**config.mk**
```make
export PLATFORM = sky130hd
export DESIGN_NAME = stepper_pulse_generator_unit_flat
export DESIGN_NICKNAME = d
export VERILOG_FILES = /design/src/rtl/core/spg_pkg.sv /design/src/rtl/core/spg_cmd_if.sv /design/src/rtl/core/spg_res_if.sv /design/src/rtl/core/spg_cfg_if.sv /design/src/rtl/core/spg_ram.sv /design/src/rtl/core/stepper_pulse_generator_unit.sv /design/src/flat_wrapper.sv
export SDC_FILE = /design/constraint.sdc
export NUM_CORES = 1
export LEC_CHECK = 0
export BUFFER_PORTS_ARGS = -buffer_cell sky130_fd_sc_hd__buf_4
export CAP_MARGIN = 40
export CORE_MARGIN = 2
export CORE_UTILIZATION = 60
export CTS_BUF_LIST = sky130_fd_sc_hd__clkbuf_8 sky130_fd_sc_hd__clkbuf_16
export CTS_CLUSTER_SIZE = 30
export DETAILED_ROUTE_END_ITERATION = 6
export PLACE_DENSITY = 0.77
export SLEW_MARGIN = 10
export SYNTH_ARGS = -nofsm -noshare
export SYNTH_HDL_FRONTEND = slang
export SYNTH_SLANG_ARGS = --single-unit
```
**constraint.sdc**
```tcl
create_clock -name clk_i -period 9.01 [get_ports clk_i]
set_clock_uncertainty 0.1 [all_clocks]
set_input_delay 1.3515 -clock clk_i [delete_from_list [all_inputs] [get_ports clk_i]]
set_output_delay 1.3515 -clock clk_i [all_outputs]
set_load 0.01 [all_outputs]
```
**src/rtl/core/spg_pkg.sv**
```systemverilog
package spg_pkg;

  // Number of motors served by the block.
  localparam int unsigned MOTORS = 6;
  // Bits needed to address one motor entry.
  localparam int unsigned MIDX_W = (MOTORS > 1) ? $clog2(MOTORS) : 1;
  // Width of the reported line fields.
  localparam int unsigned LINE_W = 6;

  localparam int unsigned STEPS_W = 18;
  localparam int unsigned POS_W   = 16;
  localparam int unsigned DIV_W   = 8;
  localparam int unsigned ACT_W   = 2;
  localparam int unsigned SEL_W   = 3;

  // Action codes of a command word; the fourth code leaves the state alone.
  typedef enum logic [ACT_W-1:0] {
    ACT_TICK  = 2'd0,
    ACT_LOAD  = 2'd1,
    ACT_CLEAR = 2'd2
  } action_e;

  // Per-motor state as it is held in the motor RAM.
  typedef struct packed {
    logic signed [STEPS_W-1:0] remaining;
    logic [POS_W-1:0]          position;
    logic [DIV_W-1:0]          divider;
    logic [DIV_W-1:0]          reload;
    logic [POS_W-1:0]          lower;
    logic [POS_W-1:0]          upper;
  } motor_entry_t;

  localparam int unsigned ENTRY_W = $bits(motor_entry_t);

  // One command word as it travels through the sweep stages.
  typedef struct packed {
    logic [ACT_W-1:0]          action;
    logic [SEL_W-1:0]          motor_sel;
    logic signed [STEPS_W-1:0] steps;
    logic [DIV_W-1:0]          period;
    logic [POS_W-1:0]          min_limit;
    logic [POS_W-1:0]          max_limit;
  } cmd_t;

endpackage

```
**src/rtl/core/spg_cmd_if.sv**
```systemverilog
interface spg_cmd_if;
  logic                                valid;
  logic                                ready;
  logic [spg_pkg::ACT_W-1:0]           action;
  logic [spg_pkg::SEL_W-1:0]           motor_sel;
  logic signed [spg_pkg::STEPS_W-1:0]  steps;
  logic [spg_pkg::DIV_W-1:0]           period;
  logic [spg_pkg::POS_W-1:0]           min_limit;
  logic [spg_pkg::POS_W-1:0]           max_limit;

  modport source (
    output valid, action, motor_sel, steps, period, min_limit, max_limit,
    input  ready
  );
  modport sink (
    input  valid, action, motor_sel, steps, period, min_limit, max_limit,
    output ready
  );
endinterface

```
**src/rtl/core/spg_res_if.sv**
```systemverilog
interface spg_res_if;
  logic                              valid;
  logic                              ready;
  logic [spg_pkg::LINE_W-1:0]        step_lines;
  logic [spg_pkg::LINE_W-1:0]        dir_lines;
  logic                              all_idle;
  logic [spg_pkg::POS_W-1:0]         position;

  modport source (
    output valid, step_lines, dir_lines, all_idle, position,
    input  ready
  );
  modport sink (
    input  valid, step_lines, dir_lines, all_idle, position,
    output ready
  );
endinterface

```
**src/rtl/core/spg_cfg_if.sv**
```systemverilog
interface spg_cfg_if;
  logic valid;
  logic ready;
  logic data;

  modport source (
    output valid, data,
    input  ready
  );
  modport sink (
    input  valid, data,
    output ready
  );
endinterface

```
**src/rtl/core/spg_ram.sv**
```systemverilog
module spg_ram #(
  parameter int unsigned WIDTH = 8,
  parameter int unsigned DEPTH = 4,
  parameter int unsigned AW    = (DEPTH > 1) ? $clog2(DEPTH) : 1
) (
  input  logic                 clk_i,
  input  logic                 we_i,
  input  logic [AW-1:0]        waddr_i,
  input  logic [WIDTH-1:0]     wdata_i,
  input  logic                 re_i,
  input  logic [AW-1:0]        raddr_i,
  output logic [WIDTH-1:0]     rdata_o
);

  logic [WIDTH-1:0] mem_q [DEPTH];
  logic [WIDTH-1:0] rdata_q;

  // One write port and one registered read port.
  always_ff @(posedge clk_i) begin
    if (we_i) begin
      mem_q[waddr_i] <= wdata_i;
    end
    if (re_i) begin
      rdata_q <= mem_q[raddr_i];
    end
  end

  assign rdata_o = rdata_q;

endmodule

```
**src/rtl/core/stepper_pulse_generator_unit.sv**
```systemverilog
// Step and direction pulse generator for a bank of stepper motors.
// cmd_i takes one command word per handshake: a tick, a load of one motor's
// steps, period and soft limits, or a clear of all motors. res_o returns one
// word per command with the step and direction line levels, an all-idle flag
// and the position of the motor named by motor_sel, taken after the update.
// cfg_i writes the count mode bit and is always ready. The user must see that it
// is written only while no command is in flight; the block does not enforce this.
// Each command sweeps the motor RAM one motor per cycle while the sweep is
// not held, reading an entry in the issue stage and writing it back from
// the update stage. A new word is taken while the issue stage reads the last
// motor of the previous one; the result is loaded with the last write-back.
// The result sits in an output register; the next command is accepted while
// it waits. If the receiver stalls and a second result is ready, the sweep
// freezes on its last motor until the output register frees up.
// Reset clears the line levels, the count mode and the per-entry written
// bits, so every motor reads as all zero until its first write.
module stepper_pulse_generator_unit (
  input  logic      clk_i,
  input  logic      rst_ni,
  spg_cmd_if.sink   cmd_i,
  spg_cfg_if.sink   cfg_i,
  spg_res_if.source res_o
);

  localparam logic [spg_pkg::MIDX_W-1:0] LAST_M = spg_pkg::MIDX_W'(spg_pkg::MOTORS - 1);

  // Issue stage: the command being swept and the motor read this cycle.
  logic                        s0_valid_q, s0_valid_d;
  logic [spg_pkg::MIDX_W-1:0]  s0_cnt_q, s0_cnt_d;
  spg_pkg::cmd_t               s0_item_q, s0_item_d;

  // Update stage: the motor whose RAM data is arriving this cycle.
  logic                        s1_valid_q, s1_valid_d;
  logic [spg_pkg::MIDX_W-1:0]  s1_m_q, s1_m_d;
  spg_pkg::cmd_t               s1_item_q, s1_item_d;

  // Motor line levels and per-motor flags.
  logic [spg_pkg::MOTORS-1:0]  step_q, step_d;
  logic [spg_pkg::MOTORS-1:0]  dir_q, dir_d;
  logic [spg_pkg::MOTORS-1:0]  half_q, half_d;
  logic [spg_pkg::MOTORS-1:0]  busy_q, busy_d;
  logic [spg_pkg::MOTORS-1:0]  written_q, written_d;
  logic                        count_mode_q, count_mode_d;
  logic [spg_pkg::POS_W-1:0]   pos_cap_q, pos_cap_d;

  // RAM read side with written bit and forwarding.
  logic                        rd_written_q, rd_written_d;
  logic                        fwd_q, fwd_d;
  spg_pkg::motor_entry_t       fwd_data_q, fwd_data_d;
  logic [spg_pkg::ENTRY_W-1:0] ram_rdata;

  // Output register.
  logic                        res_valid_q, res_valid_d;
  logic [spg_pkg::LINE_W-1:0]  res_step_q, res_step_d;
  logic [spg_pkg::LINE_W-1:0]  res_dir_q, res_dir_d;
  logic                        res_idle_q, res_idle_d;
  logic [spg_pkg::POS_W-1:0]   res_pos_q, res_pos_d;

  logic                        hold;
  logic                        s0_last;
  logic                        s1_last;
  logic                        accept;
  logic                        ram_re;
  logic                        ram_we;
  spg_pkg::motor_entry_t       cur;
  spg_pkg::motor_entry_t       nxt;
  logic                        sel_hit;
  logic                        sel_ok;

  // Handshake and stall control.
  assign s0_last     = (s0_cnt_q == LAST_M);
  assign s1_last     = (s1_m_q == LAST_M);
  assign hold        = s1_valid_q && s1_last && res_valid_q && !res_o.ready;
  assign cmd_i.ready = !hold && (!s0_valid_q || s0_last);
  assign accept      = cmd_i.valid && cmd_i.ready;
  assign cfg_i.ready = 1'b1;
  assign ram_re      = s0_valid_q && !hold;
  assign ram_we      = s1_valid_q && !hold;

  // Motor state memory.
  spg_ram #(
    .WIDTH (spg_pkg::ENTRY_W),
    .DEPTH (spg_pkg::MOTORS)
  ) u_motor_ram (
    .clk_i   (clk_i),
    .we_i    (ram_we),
    .waddr_i (s1_m_q),
    .wdata_i (nxt),
    .re_i    (ram_re),
    .raddr_i (s0_cnt_q),
    .rdata_o (ram_rdata)
  );

  // Sweep stage sequencing.
  always_comb begin
    s0_valid_d = s0_valid_q;
    s0_cnt_d   = s0_cnt_q;
    s0_item_d  = s0_item_q;
    if (accept) begin
      s0_valid_d = 1'b1;
      s0_cnt_d   = '0;
      s0_item_d  = '{
        action:    cmd_i.action,
        motor_sel: cmd_i.motor_sel,
        steps:     cmd_i.steps,
        period:    cmd_i.period,
        min_limit: cmd_i.min_limit,
        max_limit: cmd_i.max_limit
      };
    end else if (s0_valid_q && !hold) begin
      if (s0_last) begin
        s0_valid_d = 1'b0;
      end else begin
        s0_cnt_d = s0_cnt_q + 1'b1;
      end
    end

    s1_valid_d = s1_valid_q;
    s1_m_d     = s1_m_q;
    s1_item_d  = s1_item_q;
    if (!hold) begin
      s1_valid_d = s0_valid_q;
      s1_m_d     = s0_cnt_q;
      s1_item_d  = s0_item_q;
    end
  end

  // Read-side bookkeeping: entries never written read as zero, and a read
  // of the entry being written in the same cycle takes the new data.
  always_comb begin
    rd_written_d = rd_written_q;
    fwd_d        = fwd_q;
    fwd_data_d   = fwd_data_q;
    written_d    = written_q;
    if (ram_re) begin
      rd_written_d = written_q[s0_cnt_q];
      fwd_d        = ram_we && (s1_m_q == s0_cnt_q);
      fwd_data_d   = nxt;
    end
    if (ram_we) begin
      written_d[s1_m_q] = 1'b1;
    end
  end

  always_comb begin
    if (fwd_q) begin
      cur = fwd_data_q;
    end else if (rd_written_q) begin
      cur = spg_pkg::motor_entry_t'(ram_rdata);
    end else begin
      cur = '0;
    end
  end

  assign sel_hit = (spg_pkg::SEL_W'(s1_m_q) == s1_item_q.motor_sel);
  assign sel_ok  = ({1'b0, s1_item_q.motor_sel} < (spg_pkg::SEL_W + 1)'(spg_pkg::MOTORS));

  // Per-motor update for the current command.
  always_comb begin
    logic [spg_pkg::DIV_W-1:0] div_dec;
    logic                      fire;
    logic                      in_lim;
    logic                      at_edge;
    logic                      move;
    logic                      up;

    nxt     = cur;
    step_d  = step_q;
    dir_d   = dir_q;
    half_d  = half_q;
    div_dec = cur.divider - 1'b1;
    fire    = (div_dec == '0) && (cur.remaining != '0);
    up      = (cur.remaining > 0);
    in_lim  = (cur.lower < cur.position) && (cur.position < cur.upper);
    at_edge = ((cur.position == cur.lower) && up) ||
              ((cur.position != cur.lower) && (cur.position == cur.upper) &&
               (cur.remaining < 0));
    move    = 1'b0;

    if (ram_we) begin
      case (s1_item_q.action)
        spg_pkg::ACT_TICK: begin
          if (fire) begin
            dir_d[s1_m_q] = !up;
            nxt.divider   = cur.reload;
            if (in_lim || at_edge) begin
              step_d[s1_m_q] = !step_q[s1_m_q];
              half_d[s1_m_q] = !half_q[s1_m_q];
              move = in_lim ? !half_q[s1_m_q] : half_q[s1_m_q];
            end
          end else begin
            nxt.divider = div_dec;
            if (cur.remaining == '0) begin
              step_d[s1_m_q] = 1'b0;
            end
          end
          if (move) begin
            if (up) begin
              if (cur.position != '1) begin
                nxt.position = cur.position + 1'b1;
              end
              if (count_mode_q) begin
                nxt.remaining = cur.remaining - 1'b1;
              end
            end else begin
              if (cur.position != '0) begin
                nxt.position = cur.position - 1'b1;
              end
              if (count_mode_q) begin
                nxt.remaining = cur.remaining + 1'b1;
              end
            end
          end
        end
        spg_pkg::ACT_LOAD: begin
          if (sel_hit) begin
            nxt.remaining = s1_item_q.steps;
            nxt.reload    = s1_item_q.period;
            nxt.divider   = s1_item_q.period;
            nxt.lower     = s1_item_q.min_limit;
            nxt.upper     = s1_item_q.max_limit;
          end
        end
        spg_pkg::ACT_CLEAR: begin
          nxt.remaining = '0;
          nxt.position  = '0;
          nxt.divider   = '0;
          nxt.reload    = '0;
        end
        default: begin
          nxt = cur;
        end
      endcase
    end
  end

  // Remaining-steps flags, reported position and the result word.
  always_comb begin
    busy_d      = busy_q;
    pos_cap_d   = pos_cap_q;
    res_valid_d = res_valid_q;
    res_step_d  = res_step_q;
    res_dir_d   = res_dir_q;
    res_idle_d  = res_idle_q;
    res_pos_d   = res_pos_q;

    if (res_o.ready) begin
      res_valid_d = 1'b0;
    end
    if (ram_we) begin
      busy_d[s1_m_q] = (nxt.remaining != '0);
      if (sel_hit) begin
        pos_cap_d = nxt.position;
      end else if (s1_m_q == '0) begin
        pos_cap_d = '0;
      end
      if (s1_last) begin
        res_valid_d = 1'b1;
        res_idle_d  = (busy_d == '0);
        res_pos_d   = sel_ok ? pos_cap_d : '0;
        for (int i = 0; i < int'(spg_pkg::LINE_W); i++) begin
          if (i < int'(spg_pkg::MOTORS)) begin
            res_step_d[i] = step_d[i];
            res_dir_d[i]  = dir_d[i];
          end else begin
            res_step_d[i] = 1'b0;
            res_dir_d[i]  = 1'b0;
          end
        end
      end
    end
  end

  // Count mode register.
  assign count_mode_d = cfg_i.valid ? cfg_i.data : count_mode_q;

  // Control state.
  always_ff @(posedge clk_i or negedge rst_ni) begin
    if (!rst_ni) begin
      s0_valid_q   <= 1'b0;
      s0_cnt_q     <= '0;
      s1_valid_q   <= 1'b0;
      s1_m_q       <= '0;
      step_q       <= '0;
      dir_q        <= '0;
      half_q       <= '0;
      busy_q       <= '0;
      written_q    <= '0;
      count_mode_q <= 1'b0;
      rd_written_q <= 1'b0;
      fwd_q        <= 1'b0;
      res_valid_q  <= 1'b0;
    end else begin
      s0_valid_q   <= s0_valid_d;
      s0_cnt_q     <= s0_cnt_d;
      s1_valid_q   <= s1_valid_d;
      s1_m_q       <= s1_m_d;
      step_q       <= step_d;
      dir_q        <= dir_d;
      half_q       <= half_d;
      busy_q       <= busy_d;
      written_q    <= written_d;
      count_mode_q <= count_mode_d;
      rd_written_q <= rd_written_d;
      fwd_q        <= fwd_d;
      res_valid_q  <= res_valid_d;
    end
  end

  // Payload registers.
  always_ff @(posedge clk_i) begin
    s0_item_q  <= s0_item_d;
    s1_item_q  <= s1_item_d;
    fwd_data_q <= fwd_data_d;
    pos_cap_q  <= pos_cap_d;
    res_step_q <= res_step_d;
    res_dir_q  <= res_dir_d;
    res_idle_q <= res_idle_d;
    res_pos_q  <= res_pos_d;
  end

  assign res_o.valid      = res_valid_q;
  assign res_o.step_lines = res_step_q;
  assign res_o.dir_lines  = res_dir_q;
  assign res_o.all_idle   = res_idle_q;
  assign res_o.position   = res_pos_q;

endmodule
```
**src/flat_wrapper.sv**
```systemverilog
// flat-port wrapper written by rule: the top's interface ports become plain ports
module stepper_pulse_generator_unit_flat 
  (clk_i, rst_ni, cmd_i_valid, cmd_i_action, cmd_i_motor_sel, cmd_i_steps, cmd_i_period, cmd_i_min_limit, cmd_i_max_limit, cmd_i_ready, cfg_i_valid, cfg_i_data, cfg_i_ready, res_o_valid, res_o_step_lines, res_o_dir_lines, res_o_all_idle, res_o_position, res_o_ready);
  spg_cmd_if cmd_i_i ();
  spg_cfg_if cfg_i_i ();
  spg_res_if res_o_i ();
  input  logic clk_i;
  input  logic rst_ni;
  input wire logic [$bits(cmd_i_i.valid)-1:0] cmd_i_valid;
  input wire logic [$bits(cmd_i_i.action)-1:0] cmd_i_action;
  input wire logic [$bits(cmd_i_i.motor_sel)-1:0] cmd_i_motor_sel;
  input wire logic [$bits(cmd_i_i.steps)-1:0] cmd_i_steps;
  input wire logic [$bits(cmd_i_i.period)-1:0] cmd_i_period;
  input wire logic [$bits(cmd_i_i.min_limit)-1:0] cmd_i_min_limit;
  input wire logic [$bits(cmd_i_i.max_limit)-1:0] cmd_i_max_limit;
  output wire logic [$bits(cmd_i_i.ready)-1:0] cmd_i_ready;
  input wire logic [$bits(cfg_i_i.valid)-1:0] cfg_i_valid;
  input wire logic [$bits(cfg_i_i.data)-1:0] cfg_i_data;
  output wire logic [$bits(cfg_i_i.ready)-1:0] cfg_i_ready;
  output wire logic [$bits(res_o_i.valid)-1:0] res_o_valid;
  output wire logic [$bits(res_o_i.step_lines)-1:0] res_o_step_lines;
  output wire logic [$bits(res_o_i.dir_lines)-1:0] res_o_dir_lines;
  output wire logic [$bits(res_o_i.all_idle)-1:0] res_o_all_idle;
  output wire logic [$bits(res_o_i.position)-1:0] res_o_position;
  input wire logic [$bits(res_o_i.ready)-1:0] res_o_ready;
  assign cmd_i_i.valid = cmd_i_valid;
  assign cmd_i_i.action = cmd_i_action;
  assign cmd_i_i.motor_sel = cmd_i_motor_sel;
  assign cmd_i_i.steps = cmd_i_steps;
  assign cmd_i_i.period = cmd_i_period;
  assign cmd_i_i.min_limit = cmd_i_min_limit;
  assign cmd_i_i.max_limit = cmd_i_max_limit;
  assign cmd_i_ready = cmd_i_i.ready;
  assign cfg_i_i.valid = cfg_i_valid;
  assign cfg_i_i.data = cfg_i_data;
  assign cfg_i_ready = cfg_i_i.ready;
  assign res_o_valid = res_o_i.valid;
  assign res_o_step_lines = res_o_i.step_lines;
  assign res_o_dir_lines = res_o_i.dir_lines;
  assign res_o_all_idle = res_o_i.all_idle;
  assign res_o_position = res_o_i.position;
  assign res_o_i.ready = res_o_ready;
  stepper_pulse_generator_unit u_core (.clk_i(clk_i), .rst_ni(rst_ni), .cmd_i(cmd_i_i), .cfg_i(cfg_i_i), .res_o(res_o_i));
endmodule
```
==> results of run 1 <==
metrics by stage:
stage	hold WS, ns	worst slack, ns	util, %	power, mW
2_1_floorplan	0.300	1.88	-	11.3
3_3_place_gp	0.303	2.33	63.2	13.0
3_5_place_dp	0.305	2.16	63.6	13.4
4_1_cts	0.317	2.13	68.2	16.9
5_1_grt	0.323	2.21	68.4	17.8
6_report	0.316	2.51	68.4	17.0
Yosys cell counts, drive strengths merged, types with 9 or more instances:
cell and n:
edfxtp 827, nor2 179, a21oi 158, o21ai 136, nand2 134, mux2i 96, mux4 83, clkbuf 73
nand3 66, a22oi 60, buf 59, a22o 44, dfrtp 42, inv 42, ha 40, nor3 32
nand4 20, mux2 17, and3 15, nor4 14, o31ai 14, a211oi 13, a31oi 13, and2 12
nand2b 12, xnor2 12, a21boi 11, o211ai 10, or3 10, nand3b 9, o21a 9, or2 9
routing by layer:
layer	wire length (microns)	track usage [%]
met5	0	0
met4	2770	9.97
met3	8500	4.94
met2	42700	45.7
met1	37700	43.6
logic make-up after synthesis:
family / synth area share [%]
other cells: 0.0103
xor+xnor: 0.432
flops: 70.9
simple gates: 7.43
compound gates: 9.61
mux: 8.27
buf+inv: 2.01
fa+ha+maj: 1.37
area by class of cell:
| class | count | area [sq um] | area share, % |
|---|---|---|---|
| sequential | 869 | 25900 | 62.8 |
| multi-input combinational | 1341 | 9970 | 24.2 |
| clock buffer | 89 | 2220 | 5.37 |
| timing repair buffer | 160 | 1420 | 3.45 |
| tap | 782 | 978 | 2.37 |
| clock inverter | 69 | 574 | 1.39 |
| inverter | 44 | 170 | 0.413 |
worst max path at each step:
stage                             to  cells after the start
2_1_floorplan   u_core.fwd_data_q[0]                      5
3_3_place_gp   u_core.res_o.all_idle                     15
3_5_place_dp   u_core.res_o.all_idle                     15
4_1_cts        u_core.res_o.all_idle                     15
5_1_grt        u_core.res_o.all_idle                     16
6_report       u_core.res_o.all_idle                     15
registers in the layout (all words and copies together) (netlist names), 3 cells and up:
| signal | flops |
|---|---|
| u_core.step_q | 6 |
| u_core.res_o.step_lines | 6 |
| u_core.written_q | 6 |
| u_core.pos_cap_q | 16 |
| u_core.half_q | 6 |
| u_core.s0_cnt_q | 3 |
| u_core.res_o.position | 16 |
| u_core.s0_item_q | 63 |
| u_core.s1_item_q | 63 |
| u_core.u_motor_ram.mem_q | 492 |
| u_core.busy_q | 6 |
| u_core.s1_m_q | 3 |
| u_core.u_motor_ram.rdata_o | 82 |
| u_core.dir_q | 6 |
| u_core.res_o.dir_lines | 6 |
| u_core.fwd_data_q | 82 |
cells in the final DEF (no fill, tap or decap), drive strengths merged, types with 17 or more instances in the layout:
cell type / n
nand4: 20
clkinv: 35
a21oi: 158
nand3: 66
nand2: 134
a22oi: 60
ha: 40
dfrtp: 42
nor2: 179
nor3: 32
edfxtp: 827
o21ai: 136
a22o: 44
mux4: 83
mux2i: 96
inv: 64
mux2: 17
clkbuf: 89
buf: 160
power breakdown:
group	internal, mW	switching, mW
combinational	2.02	4.08
sequential	6.72	0.637
clock	2.00	1.52
total	10.7	6.23
worst reg2reg max path, stage by stage, from the launching register on:
cell	delay, ns
dfrtp_4	0.52
nor2b_4	0.65
buf_4	0.46
a22o_1	0.23
ha_1	0.26
a21oi_1	0.14
nor2_1	0.06
a211oi_1	0.54
o22ai_2	0.18
or3_1	0.59
a31oi_4	0.70
nor3_1	0.15
a311o_1	0.46
or4_4	0.58
a2111oi_4	0.50
a31o_1	0.25
==> results.yml, run 1 <==
run_status:
  outcome: "complete, but fails checks"
  violations: "design-rule violations"
finish:
  area_growth_pct: 12.9
  nets: 2612
  drive_gt1_share_pct: 17.2
  fin_cells: 3354
  nFillCells: 3904
  diodes: 0
  design_area_sq_um: 41200
power:
  leakagePower_nw: 14.6
  ir_drop_uv: 292
  power.density_nw_per_um2: 411
sta:
  rsz0062_at_grt: "false"
  fmax_mhz: 154
  finalMaxSlewViolations: 0
  tightest_slew_ns: 0.972
  finalSetupViolations: 0
  final_hold_viol_count: 0
  min_period_ns: 6.50
  setup-tns-final_ns: 0
  min_period_over_period_pct: 72.1
  relSlewSlack_pct: 34.5
synth:
  yosys_warnings: 0
  yosys_register_bits: 869
  ys_async_sr_fraction_pct: 4.83
  ys.flop_type: "edfxtp_1"
  synth.net_count: 2495
  synth_area_leaders: "edfxtp_1 68%, mux4_2 5.1%, dfrtp_1 2.9%, mux2i_1 2.6%, a21oi_1 2.2%"
  yosysTopAreaCell: "edfxtp_1"
  synth.avg_cell_area_sq_um: 15.3
  ys_seq_area_share_pct: 70.9
  synth_edf_count: 827
  yosys.area.top_type_share_pct: 68.0
  ys_types: 97
  netlist_area_sq_um: 36500
  syn_inst: 2386
cts:
  post_cts_buffers: 0
  cts_buffer_depth: 3
  clock-sinks: 869
  cts_buffers: 87
  ctsRootBufferMaster: "clkbuf_16"
  clk_latency_ns: 0.65
  cts_hold_buf: 0
  clk_pin_slew_ns: 0.06
  ctsHtreeMaxLevel: 3
  cts_tree: "done"
  ctsResizeCount: 0
routing:
  ant_nets: 0
  wl_per_cell_microns: 27.3
  vias: 22300
  routed_via_density: 6.63
  first_iter_violations: 2771
  dr.pass1.iters: 7
  drcViolationCount: 1
  wl_microns: 91700
min_path:
  holdPathEnd: "u_core.s1_item_q[37]"
  hold_depth: 0
  hp-class: "flop to flop"
  hp-start: "u_core.s0_item_q[37]"
grt:
  antenna_found_initial: 0
  grt_max_degree: 83
  grt_pass1_wl_microns: 139000
  first_global_vias: 21800
  grt_use_total_pct: 29.6
  grt_overflow: 0
setup_path:
  crit_type: "flop to flop"
  crit_path_top_delay_cell: "a31oi_4"
  max_stage_delay_ns: 0.70
  worstPathCellList: "nor2b_4 -> buf_4 -> a22o_1 -> ha_1 -> a21oi_1 -> nor2_1 -> a211oi_1 -> o22ai_2 -> or3_1 -> a31oi_4 -> nor3_1 -> a311o_1 -> or4_4 -> a2111oi_4 -> a31o_1"
  startpoint_type: "flop"
  critPathLaunch: "u_core.fwd_q"
  timing.rr.end: "u_core.res_o.all_idle"
  required_ns: 9.41
  r2r_slack_ns: 2.51
  critPathArrivalTime_ns: 6.90
  path_delay_family: "compound AO/OA/AOI/OAI gates"
  endpoint_kind: "flop"
  r2r-start: "u_core.fwd_q"
  path_buf_inv: 1
  r2r_cells: 15
  crit_fanout: 26
placed_design:
  io_buffers: 99
  place_inst: 3190
  place_area_sq_um: 38300
  gp_congestion: 0.954
  hpwl_microns: 57800
floorplan:
  io_pins: 101
  start_util_pct: 60.6
  die_w_microns: 251
  core_area_sq_um: 60200
  die_area_sq_um: 62900
  fp.dieH_microns: 251
  placementRows: 90
flow_run:
  max-cap-violations: 0
Note: power is estimated with default switching activity, not from simulation.
==> inputs of run 2 (changes only) <==
- CORE_UTILIZATION: 60 -> 56
- PLACE_DENSITY: 0.77 -> 0.76
- clock period: 9.01 -> 5.46 ns (I/O delays scaled with it)
==> results.yml, run 2 (synthesized netlist as in run 1, its figures left out) <==
run_status:
  outcome: "complete, but fails checks"
  violations: "design-rule violations"
grt:
  grt_overflow: 0
  antenna_found_initial: 1
  grt_use_total_pct: 28.4
  grt_pass1_wl_microns: 141000
  first_global_vias: 22100
  grt_max_degree: 86
sta:
  finalSetupViolations: 0
  relSlewSlack_pct: 31.4
  setup-tns-final_ns: 0
  finalMaxSlewViolations: 0
  final_hold_viol_count: 0
  tightest_slew_ns: 1.02
  fmax_mhz: 190
  min_period_ns: 5.26
  rsz0062_at_grt: "false"
  min_period_over_period_pct: 96.3
floorplan:
  start_util_pct: 56.7
  io_pins: 101
  placementRows: 93
  die_area_sq_um: 67300
  core_area_sq_um: 64500
  fp.dieH_microns: 259
  die_w_microns: 259
power:
  clock_power_share_pct: 20.7
  intPower_mw: 18.4
  swShare_pct: 36.4
  combinationalPowerShare_pct: 37.1
  seq_power_share_pct: 42.2
  switchingPower_mw: 10.5
  leakagePower_nw: 15.0
  finalPower_mw: 28.9
  ir_drop_uv: 418
  power.density_nw_per_um2: 686
routing:
  ant_nets: 0
  drcViolationCount: 5
  wl_per_cell_microns: 27.1
  dr.pass1.iters: 7
  first_iter_violations: 2528
  routed_via_density: 6.43
  wl_microns: 94800
  vias: 22500
placed_design:
  hpwl_microns: 62200
  io_buffers: 99
  place_area_sq_um: 39000
  place_inst: 3332
  gp_congestion: 0.933
finish:
  mostFrequentLayoutCell: "edfxtp_1"
  top_register: "u_core.u_motor_ram.mem_q"
  area_growth_pct: 15.3
  final_cell_mix: "827 x edfxtp_1, 211 x buf_4, 173 x nor2_1"
  nets: 2684
  design_area_sq_um: 42100
  largest_reg_flops: 492
  fin_cells: 3499
  diodes: 0
  drive_gt1_share_pct: 20.2
min_path:
  hp-class: "input pin to async pin"
cts:
  clock-sinks: 869
  cts_buffers: 86
  ctsRootBufferMaster: "clkbuf_16"
  clk_pin_slew_ns: 0.07
  clk_latency_ns: 0.64
  cts_hold_buf: 0
  cts_tree: "done"
  cts_buffer_depth: 3
  ctsHtreeMaxLevel: 3
setup_path:
  crit_type: "flop to flop"
  startpoint_type: "flop"
  required_ns: 5.85
  critPathArrivalTime_ns: 5.65
  endpoint_kind: "flop"
  crit_fanout: 43
flow_run:
  max-cap-violations: 0
## run 2: changes by cell type in the layout (fill, tap and decap cells not counted), moves of 3 or more
cell | previous run | this run
a22oi_2 | 1 | 7
buf_12 | 1 | 8
a22oi_1 | 59 | 53
buf_16 | 11 | 8
inv_1 | 57 | 53
buf_4 | 144 | 211
buf_6 | 0 | 3
clkinv_2 | 13 | 9
bufinv_16 | 7 | 11
## run 2: worst paths after layout
path                       slack [ns]                 from  cells after the start               endpoint
max                              0.20         u_core.fwd_q                     14  u_core.res_o.all_idle
min in group clk_i               0.25  cmd_i_min_limit[14]                      1   u_core.s0_item_q[30]
min reg2reg                      0.31  u_core.s0_item_q[4]                      0    u_core.s1_item_q[4]
max reg2reg                      0.20         u_core.fwd_q                     14  u_core.res_o.all_idle
max in group asynchronous        4.70               rst_ni                      1           u_core.fwd_q
min                               0.1               rst_ni                      1    u_core.written_q[4]
## run 2: timing repair
| item | in CTS | in global routing |
|---|---|---|
| setup endpoints to repair | 0 | 8 |
| endpoints found under the hold margin | 0 | 0 |
| resized for setup | 0 | 15 |
| buffers inserted | 0 | 5 |
## run 2: per-layer routing
layer	GRT usage, %	wire [microns]	part of all wire, %
met2	45.3	45200	48
met3	4.04	7070	7.5
met4	8.76	2740	2.9
met5	0	13	0.014
met1	40.9	39700	42
## run 2: cell type report
type                            count  area [sq um]
Inverter                           44           173
Timing Repair Buffer              232          2010
Multi-Input combinational cell   1342         10100
Sequential cell                   869         25900
Fill cell                        4466         22300
Tap cell                          855          1070
Clock buffer                       91          2240
Clock inverter                     66           643
## run 2: metrics by stage
stage / setup WS [ns] / utilization [%] / hold slack (ns)
2_1_floorplan: -0.249 / - / 0.300
3_3_place_gp: 0.105 / 60.3 / 0.302
3_5_place_dp: 0.134 / 60.6 / 0.305
4_1_cts: 0.0448 / 65.0 / 0.0913
5_1_grt: 0.00665 / 65.4 / 0.129
6_report: 0.202 / 65.4 / 0.0955
## run 2: critical path, cell delays in order, from the launching register on
cell and delay (ns):
dfrtp_4 0.53, buf_6 0.33, o21a_1 0.37, ha_1 0.28
nand3_1 0.19, or4_1 0.62, nor3_2 0.34, and3b_1 0.29
buf_4 0.17, nand2_2 0.16, nor4_1 0.09, a311o_1 0.36
or4bb_1 0.60, nor4b_4 0.42, a31o_1 0.21
## run 2: power by group through the flow
stage | registers (mW) | logic [mW] | clock network (mW)
after detailed placement | 12.3 | 10.4 | 0
after global placement | 12.2 | 10.0 | 0
after floorplan | 11.8 | 6.85 | 0
after CTS | 12.2 | 10.5 | 6.06
final | 12.2 | 10.7 | 5.99
after global routing | 12.4 | 11.6 | 6.31
